<file path="config.mk">
export PLATFORM = sky130hd
export DESIGN_NAME = pipe_framed_message_parser_unit
export DESIGN_NICKNAME = d
export VERILOG_FILES = /design/src/rtl/core/pfmp_pkg.sv /design/src/rtl/core/pipe_framed_message_parser_unit.sv /design/src/rtl/core/pfmp_cfg.sv /design/src/rtl/core/pfmp_parse.sv /design/src/rtl/core/pfmp_obuf.sv
export SDC_FILE = /design/constraint.sdc
export NUM_CORES = 1
export LEC_CHECK = 0
export BUFFER_PORTS_ARGS = -buffer_cell sky130_fd_sc_hd__buf_4
export CELL_PAD_IN_SITES_DETAIL_PLACEMENT = 0
export CELL_PAD_IN_SITES_GLOBAL_PLACEMENT = 1
export CORE_MARGIN = 2
export CORE_UTILIZATION = 48
export DETAILED_ROUTE_END_ITERATION = 6
export PLACE_DENSITY_LB_ADDON = 0.1
export SETUP_SLACK_MARGIN = 0.4
export SKIP_CTS_REPAIR_TIMING = 1
export SLEW_MARGIN = 25
export SYNTH_ARGS = -nofsm -noshare
export SYNTH_HDL_FRONTEND = slang
export SYNTH_SLANG_ARGS = --single-unit
</file>
<file path="constraint.sdc">
create_clock -name clk -period 6.1 [get_ports clk]
set_clock_uncertainty 0.2 [all_clocks]
set_input_delay 0.61 -clock clk [delete_from_list [all_inputs] [get_ports clk]]
set_output_delay 0.61 -clock clk [all_outputs]
set_load 0.005 [all_outputs]
</file>
<file path="src/rtl/core/pfmp_pkg.sv">
package pfmp_pkg;

    localparam int DATA_STORE_SIZE  = 1024;
    localparam int PREFIX_BYTES     = 6;
    localparam int FIELD_TEXT_LIMIT = 16;

    localparam int PREFIX_W = 8 * PREFIX_BYTES;
    localparam int OP_W     = 10;
    localparam int LEN_W    = 16;
    localparam int CNT_W    = $clog2(DATA_STORE_SIZE + 1);
    localparam int POS_W    = $clog2(((FIELD_TEXT_LIMIT > PREFIX_BYTES) ?
                                       FIELD_TEXT_LIMIT : PREFIX_BYTES) + 1);
    localparam int CFG_W    = (PREFIX_W > OP_W) ? PREFIX_W : OP_W;
    localparam int IDX_W    = 2;

    localparam logic [7:0] SEP_CHAR = 8'h7C;

    localparam logic [PREFIX_W-1:0] PREFIX_RESET = PREFIX_W'(48'd75133289350992);
    localparam logic [OP_W-1:0]     OPLO_RESET   = OP_W'(1);
    localparam logic [OP_W-1:0]     OPHI_RESET   = OP_W'(99);
    localparam logic [OP_W-1:0]     OPEX_RESET   = OP_W'(500);

    localparam logic [IDX_W-1:0] CFG_PREFIX_WORD  = 2'd0;
    localparam logic [IDX_W-1:0] CFG_OPCODE_LOW   = 2'd1;
    localparam logic [IDX_W-1:0] CFG_OPCODE_HIGH  = 2'd2;
    localparam logic [IDX_W-1:0] CFG_OPCODE_EXTRA = 2'd3;

    localparam logic [2:0] ST_OK         = 3'd0;
    localparam logic [2:0] ST_BAD_PREFIX = 3'd1;
    localparam logic [2:0] ST_BAD_FORMAT = 3'd2;
    localparam logic [2:0] ST_BAD_OPCODE = 3'd3;
    localparam logic [2:0] ST_BAD_LENGTH = 3'd4;
    localparam logic [2:0] ST_OVERFLOW   = 3'd5;

    typedef struct packed {
        logic [7:0] msg_byte;
        logic       end_of_message;
    } msg_t;

    typedef struct packed {
        logic             payload_valid;
        logic [7:0]       payload_byte;
        logic             verdict_valid;
        logic [OP_W-1:0]  op_value;
        logic [LEN_W-1:0] length_value;
        logic [CNT_W-1:0] payload_count;
        logic [2:0]       status;
    } res_t;

    typedef struct packed {
        logic [PREFIX_W-1:0] prefix_word;
        logic [OP_W-1:0]     opcode_low;
        logic [OP_W-1:0]     opcode_high;
        logic [OP_W-1:0]     opcode_extra;
    } cfg_t;

endpackage

</file>
<file path="src/rtl/core/pipe_framed_message_parser_unit.sv">
// channel  | handshake                   | payload
// msg      | msg_valid / msg_stall       | msg_t: msg_byte, end_of_message
// res      | res_valid / res_stall       | res_t: payload and verdict fields
// cfg      | cfg_valid / cfg_ready       | cfg_index, cfg_data
//
// One byte per cycle while res is not stalled.
// A result passes the input register and then the result register, parse logic between.
// Bytes that give no result still pass at one per cycle when res is stalled.
// rst_n clears parse state and loads register defaults; cfg_ready stays high.
module pipe_framed_message_parser_unit
    import pfmp_pkg::*;
(
    input  logic             clk,
    input  logic             rst_n,
    input  logic             msg_valid,
    output logic             msg_stall,
    input  msg_t             msg,
    output logic             res_valid,
    input  logic             res_stall,
    output res_t             res,
    input  logic             cfg_valid,
    output logic             cfg_ready,
    input  logic [IDX_W-1:0] cfg_index,
    input  logic [CFG_W-1:0] cfg_data
);

    cfg_t cfg;
    logic res_free;
    logic res_load;
    res_t res_next;

    pfmp_cfg u_cfg (
        .clk       (clk),
        .rst_n     (rst_n),
        .cfg_valid (cfg_valid),
        .cfg_ready (cfg_ready),
        .cfg_index (cfg_index),
        .cfg_data  (cfg_data),
        .cfg       (cfg)
    );

    pfmp_parse u_parse (
        .clk       (clk),
        .rst_n     (rst_n),
        .msg_valid (msg_valid),
        .msg_stall (msg_stall),
        .msg       (msg),
        .cfg       (cfg),
        .res_free  (res_free),
        .res_load  (res_load),
        .res_next  (res_next)
    );

    pfmp_obuf u_obuf (
        .clk       (clk),
        .rst_n     (rst_n),
        .res_load  (res_load),
        .res_next  (res_next),
        .res_free  (res_free),
        .res_valid (res_valid),
        .res_stall (res_stall),
        .res       (res)
    );

endmodule

</file>
<file path="src/rtl/core/pfmp_cfg.sv">
module pfmp_cfg
    import pfmp_pkg::*;
(
    input  logic             clk,
    input  logic             rst_n,
    input  logic             cfg_valid,
    output logic             cfg_ready,
    input  logic [IDX_W-1:0] cfg_index,
    input  logic [CFG_W-1:0] cfg_data,
    output cfg_t             cfg
);

    cfg_t cfg_reg;

    assign cfg_ready = 1'b1;
    assign cfg       = cfg_reg;

    always_ff @(posedge clk or negedge rst_n)
    begin
        if (!rst_n)
        begin
            cfg_reg.prefix_word  <= PREFIX_RESET;
            cfg_reg.opcode_low   <= OPLO_RESET;
            cfg_reg.opcode_high  <= OPHI_RESET;
            cfg_reg.opcode_extra <= OPEX_RESET;
        end
        else if (cfg_valid && cfg_ready)
        begin
            unique case (cfg_index)
                CFG_PREFIX_WORD:  cfg_reg.prefix_word  <= cfg_data[PREFIX_W-1:0];
                CFG_OPCODE_LOW:   cfg_reg.opcode_low   <= cfg_data[OP_W-1:0];
                CFG_OPCODE_HIGH:  cfg_reg.opcode_high  <= cfg_data[OP_W-1:0];
                CFG_OPCODE_EXTRA: cfg_reg.opcode_extra <= cfg_data[OP_W-1:0];
                default: ;
            endcase
        end
    end

endmodule

</file>
<file path="src/rtl/core/pfmp_parse.sv">
module pfmp_parse
    import pfmp_pkg::*;
(
    input  logic clk,
    input  logic rst_n,
    input  logic msg_valid,
    output logic msg_stall,
    input  msg_t msg,
    input  cfg_t cfg,
    input  logic res_free,
    output logic res_load,
    output res_t res_next
);

    localparam logic [2:0] PH_PREFIX = 3'd0;
    localparam logic [2:0] PH_SEP    = 3'd1;
    localparam logic [2:0] PH_OP     = 3'd2;
    localparam logic [2:0] PH_LEN    = 3'd3;
    localparam logic [2:0] PH_DATA   = 3'd4;
    localparam logic [2:0] PH_DONE   = 3'd5;

    localparam logic [OP_W-1:0]  OP_MAX  = '1;
    localparam logic [LEN_W-1:0] LEN_MAX = '1;
    localparam logic [CNT_W-1:0] CNT_TOP = CNT_W'(DATA_STORE_SIZE);
    localparam logic [CNT_W-1:0] CNT_LIM = CNT_W'(DATA_STORE_SIZE - 1);
    localparam logic [POS_W-1:0] POS_LIM = POS_W'(FIELD_TEXT_LIMIT);
    localparam logic [POS_W-1:0] POS_PFX = POS_W'(PREFIX_BYTES);

    function automatic logic [2:0] fin_code(input logic [2:0] ph, input logic [CNT_W-1:0] cnt);
        logic [2:0] code;
        code = ST_OK;
        unique case (ph)
            PH_PREFIX:              code = ST_BAD_PREFIX;
            PH_SEP, PH_OP, PH_LEN:  code = ST_BAD_FORMAT;
            PH_DATA:                code = (cnt > CNT_LIM) ? ST_OVERFLOW : ST_OK;
            default:                code = ST_OK;
        endcase
        return code;
    endfunction

    logic             in_vld_reg;
    msg_t             in_reg;
    logic             advance;
    logic             produce;

    logic [2:0]       phase_reg, phase_next;
    logic [POS_W-1:0] pos_reg, pos_next;
    logic [OP_W-1:0]  op_reg, op_next;
    logic [LEN_W-1:0] len_reg, len_next;
    logic             nd_reg, nd_next;
    logic [2:0]       err_reg, err_next;
    logic [CNT_W-1:0] cnt_reg, cnt_next;

    logic [7:0]       b;
    logic             last;
    logic             data;
    logic             is_digit;
    logic [3:0]       digit;
    logic [7:0]       want;
    logic [POS_W-1:0] pos_inc;
    logic [OP_W+3:0]  op_mul;
    logic [LEN_W+3:0] len_mul;
    logic [OP_W-1:0]  op_sat;
    logic [LEN_W-1:0] len_sat;
    logic             op_ok;

    assign b        = in_reg.msg_byte;
    assign last     = in_reg.end_of_message;
    assign is_digit = (b >= 8'h30) && (b <= 8'h39);
    assign digit    = b[3:0];
    assign pos_inc  = (pos_reg < POS_LIM) ? pos_reg + 1'b1 : pos_reg;

    assign op_mul  = ({4'b0, op_reg} << 3) + ({4'b0, op_reg} << 1) + (OP_W + 4)'(digit);
    assign len_mul = ({4'b0, len_reg} << 3) + ({4'b0, len_reg} << 1) + (LEN_W + 4)'(digit);
    assign op_sat  = (op_mul > (OP_W + 4)'(OP_MAX)) ? OP_MAX : op_mul[OP_W-1:0];
    assign len_sat = (len_mul > (LEN_W + 4)'(LEN_MAX)) ? LEN_MAX : len_mul[LEN_W-1:0];
    assign op_ok   = ((op_reg >= cfg.opcode_low) && (op_reg <= cfg.opcode_high))
                     || (op_reg == cfg.opcode_extra);

    // expected prefix byte, first byte in the top lane
    always_comb
    begin
        want = 8'h00;
        for (int i = 0; i < PREFIX_BYTES; i++)
        begin
            if (pos_reg == POS_W'(PREFIX_BYTES - 1 - i))
                want = cfg.prefix_word[8*i +: 8];
        end
    end

    always_comb
    begin
        phase_next = phase_reg;
        pos_next   = pos_reg;
        op_next    = op_reg;
        len_next   = len_reg;
        nd_next    = nd_reg;
        err_next   = err_reg;
        cnt_next   = cnt_reg;
        data       = 1'b0;
        if (phase_reg != PH_DONE)
        begin
            if (b == 8'h00)
            begin
                phase_next = PH_DONE;
                err_next   = fin_code(phase_reg, cnt_reg);
            end
            else
            begin
                unique case (phase_reg)
                    PH_PREFIX:
                    begin
                        if (b != want)
                        begin
                            phase_next = PH_DONE;
                            err_next   = ST_BAD_PREFIX;
                        end
                        else if (pos_reg + 1'b1 >= POS_PFX)
                        begin
                            phase_next = PH_SEP;
                            pos_next   = '0;
                        end
                        else
                        begin
                            pos_next = pos_reg + 1'b1;
                        end
                    end
                    PH_SEP:
                    begin
                        if (b == SEP_CHAR)
                            phase_next = PH_OP;
                        else
                        begin
                            phase_next = PH_DONE;
                            err_next   = ST_BAD_FORMAT;
                        end
                    end
                    PH_OP:
                    begin
                        if (b == SEP_CHAR)
                        begin
                            if (pos_reg == '0 || pos_reg >= POS_LIM)
                            begin
                                phase_next = PH_DONE;
                                err_next   = ST_BAD_FORMAT;
                            end
                            else if (nd_reg || !op_ok)
                            begin
                                phase_next = PH_DONE;
                                err_next   = ST_BAD_OPCODE;
                            end
                            else
                            begin
                                phase_next = PH_LEN;
                                pos_next   = '0;
                                nd_next    = 1'b0;
                            end
                        end
                        else
                        begin
                            pos_next = pos_inc;
                            if (is_digit)
                                op_next = op_sat;
                            else
                                nd_next = 1'b1;
                        end
                    end
                    PH_LEN:
                    begin
                        if (b == SEP_CHAR)
                        begin
                            if (pos_reg == '0 || pos_reg >= POS_LIM || nd_reg
                                || len_reg > LEN_W'(DATA_STORE_SIZE - 1))
                            begin
                                phase_next = PH_DONE;
                                err_next   = ST_BAD_LENGTH;
                            end
                            else
                                phase_next = PH_DATA;
                        end
                        else
                        begin
                            pos_next = pos_inc;
                            if (is_digit)
                                len_next = len_sat;
                            else
                                nd_next = 1'b1;
                        end
                    end
                    PH_DATA:
                    begin
                        data = 1'b1;
                        if (cnt_reg < CNT_TOP)
                            cnt_next = cnt_reg + 1'b1;
                    end
                    default: ;
                endcase
            end
        end
    end

    always_comb
    begin
        res_next               = '0;
        res_next.payload_valid = data;
        res_next.payload_byte  = data ? b : 8'h00;
        res_next.verdict_valid = last;
        if (last)
        begin
            res_next.op_value      = op_next;
            res_next.length_value  = len_next;
            res_next.payload_count = cnt_next;
            res_next.status        = (phase_next == PH_DONE) ? err_next
                                                             : fin_code(phase_next, cnt_next);
        end
    end

    assign produce   = data || last;
    assign advance   = in_vld_reg && (!produce || res_free);
    assign res_load  = advance && produce;
    assign msg_stall = in_vld_reg && !advance;

    always_ff @(posedge clk or negedge rst_n)
    begin
        if (!rst_n)
            in_vld_reg <= 1'b0;
        else if (msg_valid && !msg_stall)
            in_vld_reg <= 1'b1;
        else if (advance)
            in_vld_reg <= 1'b0;
    end

    always_ff @(posedge clk)
    begin
        if (msg_valid && !msg_stall)
            in_reg <= msg;
    end

    always_ff @(posedge clk or negedge rst_n)
    begin
        if (!rst_n)
        begin
            phase_reg <= PH_PREFIX;
            pos_reg   <= '0;
            op_reg    <= '0;
            len_reg   <= '0;
            nd_reg    <= 1'b0;
            err_reg   <= ST_OK;
            cnt_reg   <= '0;
        end
        else if (advance)
        begin
            if (last)
            begin
                phase_reg <= PH_PREFIX;
                pos_reg   <= '0;
                op_reg    <= '0;
                len_reg   <= '0;
                nd_reg    <= 1'b0;
                err_reg   <= ST_OK;
                cnt_reg   <= '0;
            end
            else
            begin
                phase_reg <= phase_next;
                pos_reg   <= pos_next;
                op_reg    <= op_next;
                len_reg   <= len_next;
                nd_reg    <= nd_next;
                err_reg   <= err_next;
                cnt_reg   <= cnt_next;
            end
        end
    end

    a_verdict_clears: assert property (@(posedge clk) disable iff (!rst_n)
        res_load && res_next.verdict_valid |=> phase_reg == PH_PREFIX && cnt_reg == '0)
        else $error("state not cleared after verdict");

    a_count_only_in_data: assert property (@(posedge clk) disable iff (!rst_n)
        (phase_reg == PH_PREFIX || phase_reg == PH_SEP || phase_reg == PH_OP
         || phase_reg == PH_LEN) |-> cnt_reg == '0)
        else $error("data count moved outside data phase");

    a_error_ends_parse: assert property (@(posedge clk) disable iff (!rst_n)
        err_reg != ST_OK |-> phase_reg == PH_DONE)
        else $error("error recorded while still parsing");

endmodule

</file>
<file path="src/rtl/core/pfmp_obuf.sv">
module pfmp_obuf
    import pfmp_pkg::*;
(
    input  logic clk,
    input  logic rst_n,
    input  logic res_load,
    input  res_t res_next,
    output logic res_free,
    output logic res_valid,
    input  logic res_stall,
    output res_t res
);

    logic out_vld_reg;
    res_t out_reg;

    assign res_free  = !out_vld_reg || !res_stall;
    assign res_valid = out_vld_reg;
    assign res       = out_reg;

    always_ff @(posedge clk or negedge rst_n)
    begin
        if (!rst_n)
            out_vld_reg <= 1'b0;
        else if (res_load)
            out_vld_reg <= 1'b1;
        else if (!res_stall)
            out_vld_reg <= 1'b0;
    end

    always_ff @(posedge clk)
    begin
        if (res_load)
            out_reg <= res_next;
    end

endmodule
</file>
==> results of run 1 <==
power by group through the flow:
stage | logic (uW) | registers (uW) | clock network, uW
global placement | 1130 | 1670 | 0
CTS | 1150 | 1650 | 1190
global route | 1270 | 1670 | 1250
finish | 1150 | 1650 | 1170
detailed placement | 1140 | 1670 | 0
floorplan | 841 | 1620 | 0
routing by layer:
metal / vias to the layer above / GRT usage [%] / share of wire [%]
met5: - / 0 / 0
met2: 204 / 35.2 / 45
met4: 0 / 6.68 / 1.6
met1: 3965 / 33.5 / 49
met3: 27 / 2.82 / 4.2
li1: 3940 / - / -
logic make-up after synthesis:
logic type / synth area share [%]
buffers and inverters: 4.00
DFF: 45.2
AOI/OAI and AO/OA: 19.0
and+or+nand+nor: 11.3
adders and majority gates: 9.25
xor gates and xnor gates: 2.99
other: 0.0337
muxes: 8.24
path summary, 6_finish.rpt:
kind	start	endpoint	slack, ns	cells past startpoint
max reg2reg	u_parse.b[3]	u_parse.op_reg[6]	1.83	12
max in group asynchronous	rst_n	u_parse.op_reg[9]	4.52	2
max	u_parse.b[3]	u_parse.op_reg[6]	1.83	12
min	rst_n	u_cfg.cfg[57]	-0.01	1
min in group clk	msg[3]	u_parse.b[2]	0.14	1
min reg2reg	u_cfg.cfg[77]	u_cfg.cfg[77]	0.31	1
cell usage in the layout (no fill, tap or decap), types with 5 or more instances in the layout:
master,n
o21a_1,9
nor4_1,6
buf_4,123
inv_6,6
mux2_2,78
clkbuf_16,17
nor2_1,55
edfxtp_1,59
a21o_1,15
nand2b_1,8
nand3_1,13
o22ai_1,5
xor2_1,11
a211oi_1,9
dfrtp_1,99
o221a_2,50
a21oi_1,41
and2_1,14
nor3_1,18
nand4_1,10
o211ai_1,5
nor2b_1,15
nand2_1,58
o31ai_1,11
a22o_1,6
ha_1,76
xnor2_1,27
inv_1,50
nand3b_1,6
and3_1,9
o21ai_0,39
dfstp_2,30
o21bai_1,5
cell type report:
type	count	area, sq um
fill	2005	9900
multi-input combinational	705	5680
sequential	188	5040
timing repair buffer	124	935
clock buffer	18	439
tap	285	357
inverter	50	188
clock inverter	14	174
stage by stage:
stage	power [uW]	hold slack, ns
after floorplan	2460	0.114
after global placement	2800	0.286
after detailed placement	2810	0.292
after CTS	3990	0.136
after global routing	4190	0.0338
final	3970	-0.0141
==> run summary, run 1 <==
endpoints failing hold: 9
GR Overflow Total: 0
first-pass GRT wire length: 43.4 mm
CTS tree: yes
post-synthesis cell area: 11,100 sq um
status: complete, but fails checks
slowest CP cell: a22oi_1
Root Buffer: clkbuf_16
Leak Pwr: 0.00564 uW
synth unique cells: 90
Synth top cells by count: 99 x dfrtp_1, 78 x mux2_2, 76 x ha_1, 59 x edfxtp_1, 58 x nand2_1
DRT iter0 DRCs: 522
Inserted Diodes: 0
Die Ht: 156 microns
CP Data Required Time: 6.27 ns
max cap viols: 0
main flop type after synthesis: dfrtp_1
CP peak stage delay: 0.71 ns
setup_tns: 0 ns
Final HPWL DP: 19.1 mm
Largest delay share family, worst path: compound AO/OA/AOI/OAI gates
relative slew slack: 39.4%
initial antenna violation count: 0
share of layout cells above drive strength 1: 31.0%
final layout net count: 1,230
minimum clock period: 4.27 ns
Synth Register Bits: 188
Pint: 2650 uW
Fin Hold WS: -0.0141 ns
Critical Path Source Type: flop
Sinks on Clock Net: 188
clock network power share: 29.6%
crit share post-route: 69.9%
Finished Layout Cells: 1,384
Longest Clk Path Bufs: 2
Total GRT Usage: 22.7%
final instance area: 12,800 sq um
largest net degree at the start of global routing: 75
yosys warns: 0
Async S/R FF share, synth: 68.6%
syn_area_per_cell: 11.2 sq um
failing checks: hold timing
Data arrival, critical path: 4.44 ns
sequential area share after synthesis: 45.2%
placed instance count: 1,352
switching power total: 1320 uW
Clock Pin Slew Worst Setup and Hold Paths: 0.07 ns
pwr/cell area: 310 nW/um^2
CP Buf/Inv Count: 1
Logic pwr share: 28.9%
Num CTS Buffers: 17
Area Growth Syn to Fin: 14.9%
crit path cell chain: fa_1, inv_1, fa_1, nor2b_1, o21ai_0, a21boi_0, o21a_1, o21a_1, o21ai_0, a22oi_1, or2_2, o221a_2
DRT Wirelength: 26.8 mm
# rows: 55
Final Util: 56.4%
number of flip-flops in the largest register: 78
num ports: 117
# DRC: 0
Pre-Repair DR Iteration Count: 5
Cells after Synth: 997
worst-margin pin slew: 0.897 ns
Worst VDD drop: 173 uV
total core area: 22,700 sq um
Die Width: 156 microns
Hold Path Class: in -> async
EDFF count, synth: 59
DP Area: 12,200 sq um
area share of the largest cell type after synthesis: 22.2%
vias in the first global route: 7,945
gpl congestion: 0.826
DIE AREA: 24,500 sq um
Critical Path End Type: flop
Reg power frac: 41.5%
DR vias/cell: 5.88
fin worst setup slack: 1.83 ns
largest cells by area after synthesis: dfrtp_1 22%, edfxtp_1 16%, ha_1 8.5%, mux2_2 7.9%, dfstp_2 7.1%
dpl ws: 1.88 ns
clock latency on the worst-skew pair: 0.44 ns
post-route ant nets: 0
fin. max-slew vios: 0
Sw Share: 33.1%
htree depth: 4
final setup fails: 0
count leader, synth: dfrtp_1
RSZ-0062 raised after global routing: no
wire length per cell: 19.4 microns
Starting Density: 49.1%
crit path max fanout: 10
cell taking the most area after synthesis: dfrtp_1
CP Class: reg -> reg
I/O Buffers: 115
FMAX: 234 MHz
via count: 8,136
syn nets: 1,141
Power figures use the tool's default switching activity.
==> inputs of run 2 (changes only) <==
Clock period 6.1 ns to 4.3 ns, I/O delays scaled along.
==> run summary, run 2 (synthesis gave the netlist of run 1 again) <==
Area Growth Syn to Fin: 18.4%
DR vias/cell: 5.88 (about the same)
commonest non-fill, non-tap cell in the layout: buf_4
crit path max fanout: 9 (-1)
r2r startpoint: u_parse.b[3]
R2R Setup Slk: 0.54 ns (-1.30 ns)
Die Ht: 156 microns (unchanged)
wire length per cell: 19.5 microns (+0.62%)
Critical Path Source Type: flop
total core area: 22,700 sq um (unchanged)
DIE AREA: 24,500 sq um (unchanged)
R2R cell count: 14 (+2)
hold path depth: 2
GR Overflow Total: 0 (unchanged)
Root Buffer: clkbuf_16
Clock Pin Slew Worst Setup and Hold Paths: 0.07 ns (about the same)
htree depth: 4 (unchanged)
slowest CP cell: fa_1
final layout net count: 1,271 (+3.3%)
FMAX: 266 MHz (+13%)
# DRC: 0 (unchanged)
fin worst setup slack: 0.538 ns (-1.30 ns)
RSZ-0062 raised after global routing: yes
I/O Buffers: 115 (unchanged)
CP Buf/Inv Count: 3 (+2)
gpl congestion: 0.867 (+5.0%)
Worst Hold End: u_parse.in_vld_reg
vias in the first global route: 8,086 (+1.8%)
number of flip-flops in the largest register: 78 (unchanged)
worst reg2reg endpoint: u_parse.op_reg[3]
Fin Hold WS: -0.00176 ns (+0.0123 ns)
setup_tns: 0 ns (unchanged)
Reg power frac: 40.7% (-0.8 points)
minimum clock period: 3.76 ns (-0.504 ns)
CP peak stage delay: 0.55 ns (-0.16 ns)
DRT iter0 DRCs: 469 (-10%)
fin. max-slew vios: 0 (unchanged)
worst-margin pin slew: 0.857 ns (-0.0400 ns)
post-route ant nets: 0 (unchanged)
crit share post-route: 87.5% (+18 points)
Die Width: 156 microns (unchanged)
Worst VDD drop: 288 uV (+67%)
# rows: 55 (unchanged)
failing checks: hold timing
Leak Pwr: 0.00584 uW (+3.5%)
pwr/cell area: 432 nW/um^2 (+40%)
crit path cell chain: buf_4, buf_4, fa_1, inv_1, fa_1, nor2b_1, o21ai_0, a21boi_1, o21a_1, o21a_1, o2111a_1, a22oi_2, or2_4, o221a_2
CTS tree: yes
filler cell count: 1,982 (-1.1%)
Sw Share: 33.4% (+0.21 points)
num ports: 117 (unchanged)
initial antenna violation count: 0 (unchanged)
Longest Clk Path Bufs: 2 (unchanged)
CP Data Required Time: 4.42 ns (-1.85 ns)
first-pass GRT wire length: 44.5 mm (+2.5%)
Total GRT Usage: 23.3% (+0.55 points)
Num CTS Buffers: 17 (unchanged)
most frequent cells in the layout: 153 x buf_4, 99 x dfrtp_1, 78 x mux2_2, 73 x ha_1, 59 x edfxtp_1
Inserted Diodes: 0 (unchanged)
clock latency on the worst-skew pair: 0.44 ns (about the same)
Worst Min Path Start: msg_valid
Hold Path Class: in -> reg
switching power total: 1900 uW (+45%)
Largest delay share family, worst path: compound AO/OA/AOI/OAI gates
Critical Path End Type: flop
Pint: 3800 uW (+43%)
Sinks on Clock Net: 188 (unchanged)
clock network power share: 28.7% (-0.9 points)
relative slew slack: 42.9% (+3.4 points)
Final HPWL DP: 20.0 mm (+4.7%)
Final Util: 58.1% (+1.7 points)
final setup fails: 0 (unchanged)
share of layout cells above drive strength 1: 33.2% (+2.2 points)
Pre-Repair DR Iteration Count: 5 (unchanged)
largest net degree at the start of global routing: 57 (-24%)
max cap viols: 0 (unchanged)
Starting Density: 49.1% (unchanged)
Data arrival, critical path: 3.89 ns (-0.55 ns)
dpl ws: 0.184 ns (-1.69 ns)
Logic pwr share: 30.6% (+1.7 points)
status: complete, but fails checks
endpoints failing hold: 1 (-8)
DRT Wirelength: 27.8 mm (+3.6%)
CP Class: reg -> reg
via count: 8,372 (+2.9%)
## run 2: power groups by stage
stage,sequential (uW),clock (uW),combinational (uW)
2_1_floorplan,2290,0,1200
3_3_place_gp,2360,0,1680
3_5_place_dp,2360,0,1690
4_1_cts,2330,1670,1700
5_1_grt,2360,1730,1920
6_report,2320,1640,1740
## run 2: worst max path at each step
stage | startpoint | to | cells after the start
floorplan | u_parse.b[3] | u_parse.len_reg[5] | 13
global placement | u_parse.pos_reg[1] | u_obuf.res[2] | 11
detailed placement | u_parse.pos_reg[1] | u_obuf.res[2] | 11
CTS | u_parse.pos_reg[1] | u_obuf.res[2] | 11
global route | u_parse.pos_reg[0] | u_obuf.res[2] | 12
finish | u_parse.b[3] | u_parse.op_reg[3] | 14
## run 2: metrics by stage
stage	instance area, sq um	total power (uW)	cells
2_1_floorplan	11200	3490	997
3_3_place_gp	12400	4030	1375
3_5_place_dp	12400	4050	1375
4_1_cts	13000	5690	1407
5_1_grt	13200	6020	1425
6_report	13200	5700	1425
## run 2: layer usage
| metal | wire length, microns | vias to the layer above | GRT usage, % |
|---|---|---|---|
| li1 | - | 4014 | - |
| met1 | 13200 | 4146 | 33.0 |
| met2 | 13200 | 189 | 38.1 |
| met3 | 1030 | 23 | 3.21 |
| met4 | 323 | 0 | 5.11 |
| met5 | 0 | - | 0 |
## run 2: cell type report
cell class / count / area (sq um) / area share [%]
clock buffer: 18 / 439 / 3.33
clock inverter: 14 / 169 / 1.28
inverter: 50 / 188 / 1.42
multi-input combinational: 706 / 5730 / 43.5
sequential: 188 / 5040 / 38.2
tap: 285 / 357 / 2.70
timing repair buffer: 164 / 1270 / 9.62
==> inputs of run 3 (changes only) <==
Settings changed: CORE_MARGIN 2 to unset, RECOVER_POWER set to 50.
==> run summary, run 3 (synthesis gave the netlist of run 1 again) <==
Longest Clk Path Bufs: 2 (unchanged)
Clock Pin Slew Worst Setup and Hold Paths: 0.08 ns (about the same)
hold path depth: 2 (unchanged)
Final HPWL DP: 19.8 mm (-0.79%)
fin worst setup slack: 0.525 ns (-0.0135 ns)
num ports: 117 (unchanged)
CP Data Required Time: 4.42 ns (about the same)
Die Ht: 154 microns (-1.3%)
initial antenna violation count: 0 (unchanged)
number of flip-flops in the largest register: 78 (unchanged)
Final Util: 58.0% (-0.10 points)
Leak Pwr: 0.00579 uW (-0.91%)
Tot Pwr: 5780 uW (+1.3%)
Die Width: 154 microns (-1.3%)
commonest non-fill, non-tap cell in the layout: dfrtp_1
endpoints failing hold: 0 (-1)
DRT iter0 DRCs: 535 (+14%)
worst-margin pin slew: 2.59 ns (+1.73 ns)
Finished Layout Cells: 1,425 (unchanged)
CTS tree: yes
Num CTS Buffers: 17 (unchanged)
Data arrival, critical path: 3.90 ns (about the same)
gpl congestion: 0.834 (-3.8%)
post-route ant nets: 0 (unchanged)
status: complete, but fails checks
crit path max fanout: 7 (-2)
# DRC: 0 (unchanged)
wire length per cell: 19.3 microns (-0.81%)
final setup fails: 0 (unchanged)
R2R cell count: 11 (-3)
Starting Density: 49.1% (unchanged)
Total GRT Usage: 23.9% (+0.68 points)
Sinks on Clock Net: 188 (unchanged)
max cap viols: 2 (+2)
via count: 8,360 (-0.14%)
DR vias/cell: 5.87 (-0.14%)
pwr/cell area: 439 nW/um^2 (+1.5%)
GR Overflow Total: 0 (unchanged)
Pre-Repair DR Iteration Count: 5 (unchanged)
# rows: 55 (unchanged)
failing checks: capacitance limit, slew limit
final layout net count: 1,271 (unchanged)
htree depth: 4 (unchanged)
first-pass GRT wire length: 44.4 mm (-0.17%)
Inserted Diodes: 0 (unchanged)
filler cell count: 1,979 (-0.15%)
clock latency on the worst-skew pair: 0.44 ns (about the same)
I/O Buffers: 115 (unchanged)
setup_tns: 0 ns (unchanged)
relative slew slack: -72.5% (-120 points)
vias in the first global route: 8,127 (+0.51%)
fin. max-slew vios: 118 (+118)
total core area: 22,700 sq um (unchanged)
DRT Wirelength: 27.5 mm (-0.81%)
largest net degree at the start of global routing: 68 (+19%)
Critical Path Source Type: flop
most frequent cells in the layout: 98 x dfrtp_1, 88 x buf_4, 78 x mux2_2, 73 x ha_1, 59 x edfxtp_1
Hold Path Class: in -> reg
Worst VDD drop: 254 uV (-12%)
dpl ws: 0.147 ns (-0.0373 ns)
Critical Path End Type: flop
FMAX: 265 MHz (-0.36%)
DIE AREA: 23,800 sq um (-2.5%)
Root Buffer: clkbuf_16
share of layout cells above drive strength 1: 32.1% (-1.1 points)
CP Class: reg -> reg
crit share post-route: 87.8% (+0.31 points)
minimum clock period: 3.78 ns (+0.0135 ns)
Area Growth Syn to Fin: 18.2%
placed instance count: 1,379 (+0.29%)
RSZ-0062 raised after global routing: yes
==> run 3: through the flow <==
stage | instance area (sq um) | hold slack [ns]
finish | 13200 | 0.0201
global route | 13200 | 0.00199
CTS | 13000 | -0.0781
detailed placement | 12400 | 0.293
global placement | 12400 | 0.288
floorplan | 11200 | -0.0656
==> run 3: layout make-up <==
cell class	instances	area [sq um]	share of cell area, %
tap	285	357	2.71
clock buffer	17	425	3.23
multi-input combinational	705	5720	43.4
inverter	50	188	1.43
clock inverter	15	203	1.54
sequential	188	5040	38.3
timing repair buffer	165	1240	9.43
==> run 3: path summary, 6_finish.rpt <==
path | slack (ns) | startpoint | end
setup reg to reg | 0.52 | u_parse.op_reg[7] | u_parse.pos_reg[4]
hold reg to reg | 0.31 | u_cfg.cfg[13] | u_cfg.cfg[13]
max in group asynchronous | 2.01 | rst_n | u_cfg.cfg[54]
hold / removal | 0.02 | cfg_data[31] | u_cfg.cfg[61]
min in group asynchronous | 0.77 | rst_n | u_cfg.cfg[55]
setup / recovery | 0.52 | u_parse.op_reg[7] | u_parse.pos_reg[4]
==> run 3: report_power, final <==
part | internal (uW) | switching, uW | leakage (uW) | total, uW
registers | 2150 | 184 | 0.00216 | 2330
logic | 797 | 945 | 0.00333 | 1740
clock network | 938 | 761 | 0.000301 | 1700
total | 3880 | 1890 | 0.00579 | 5780
==> run 3: worst max-delay path: stages, from the launching register on <==
cell and delay (ns):
dfrtp_1 0.57, ha_1 0.33, a22o_1 0.20, nor4_1 0.20, o21ai_0 0.13, o22ai_1 0.41
a21oi_1 0.22, o311ai_1 0.35, buf_4 0.20, a31oi_2 0.22, a21oi_2 0.26, mux2_2 0.35
==> run 3: metal layers <==
metal | wire length, microns | global-route usage (%) | vias up
met3 | 1080 | 3.78 | 36
li1 | - | - | 4019
met1 | 13300 | 34.4 | 4085
met4 | 612 | 7.02 | 0
met2 | 12600 | 37.4 | 220
met5 | 0 | 0 | -
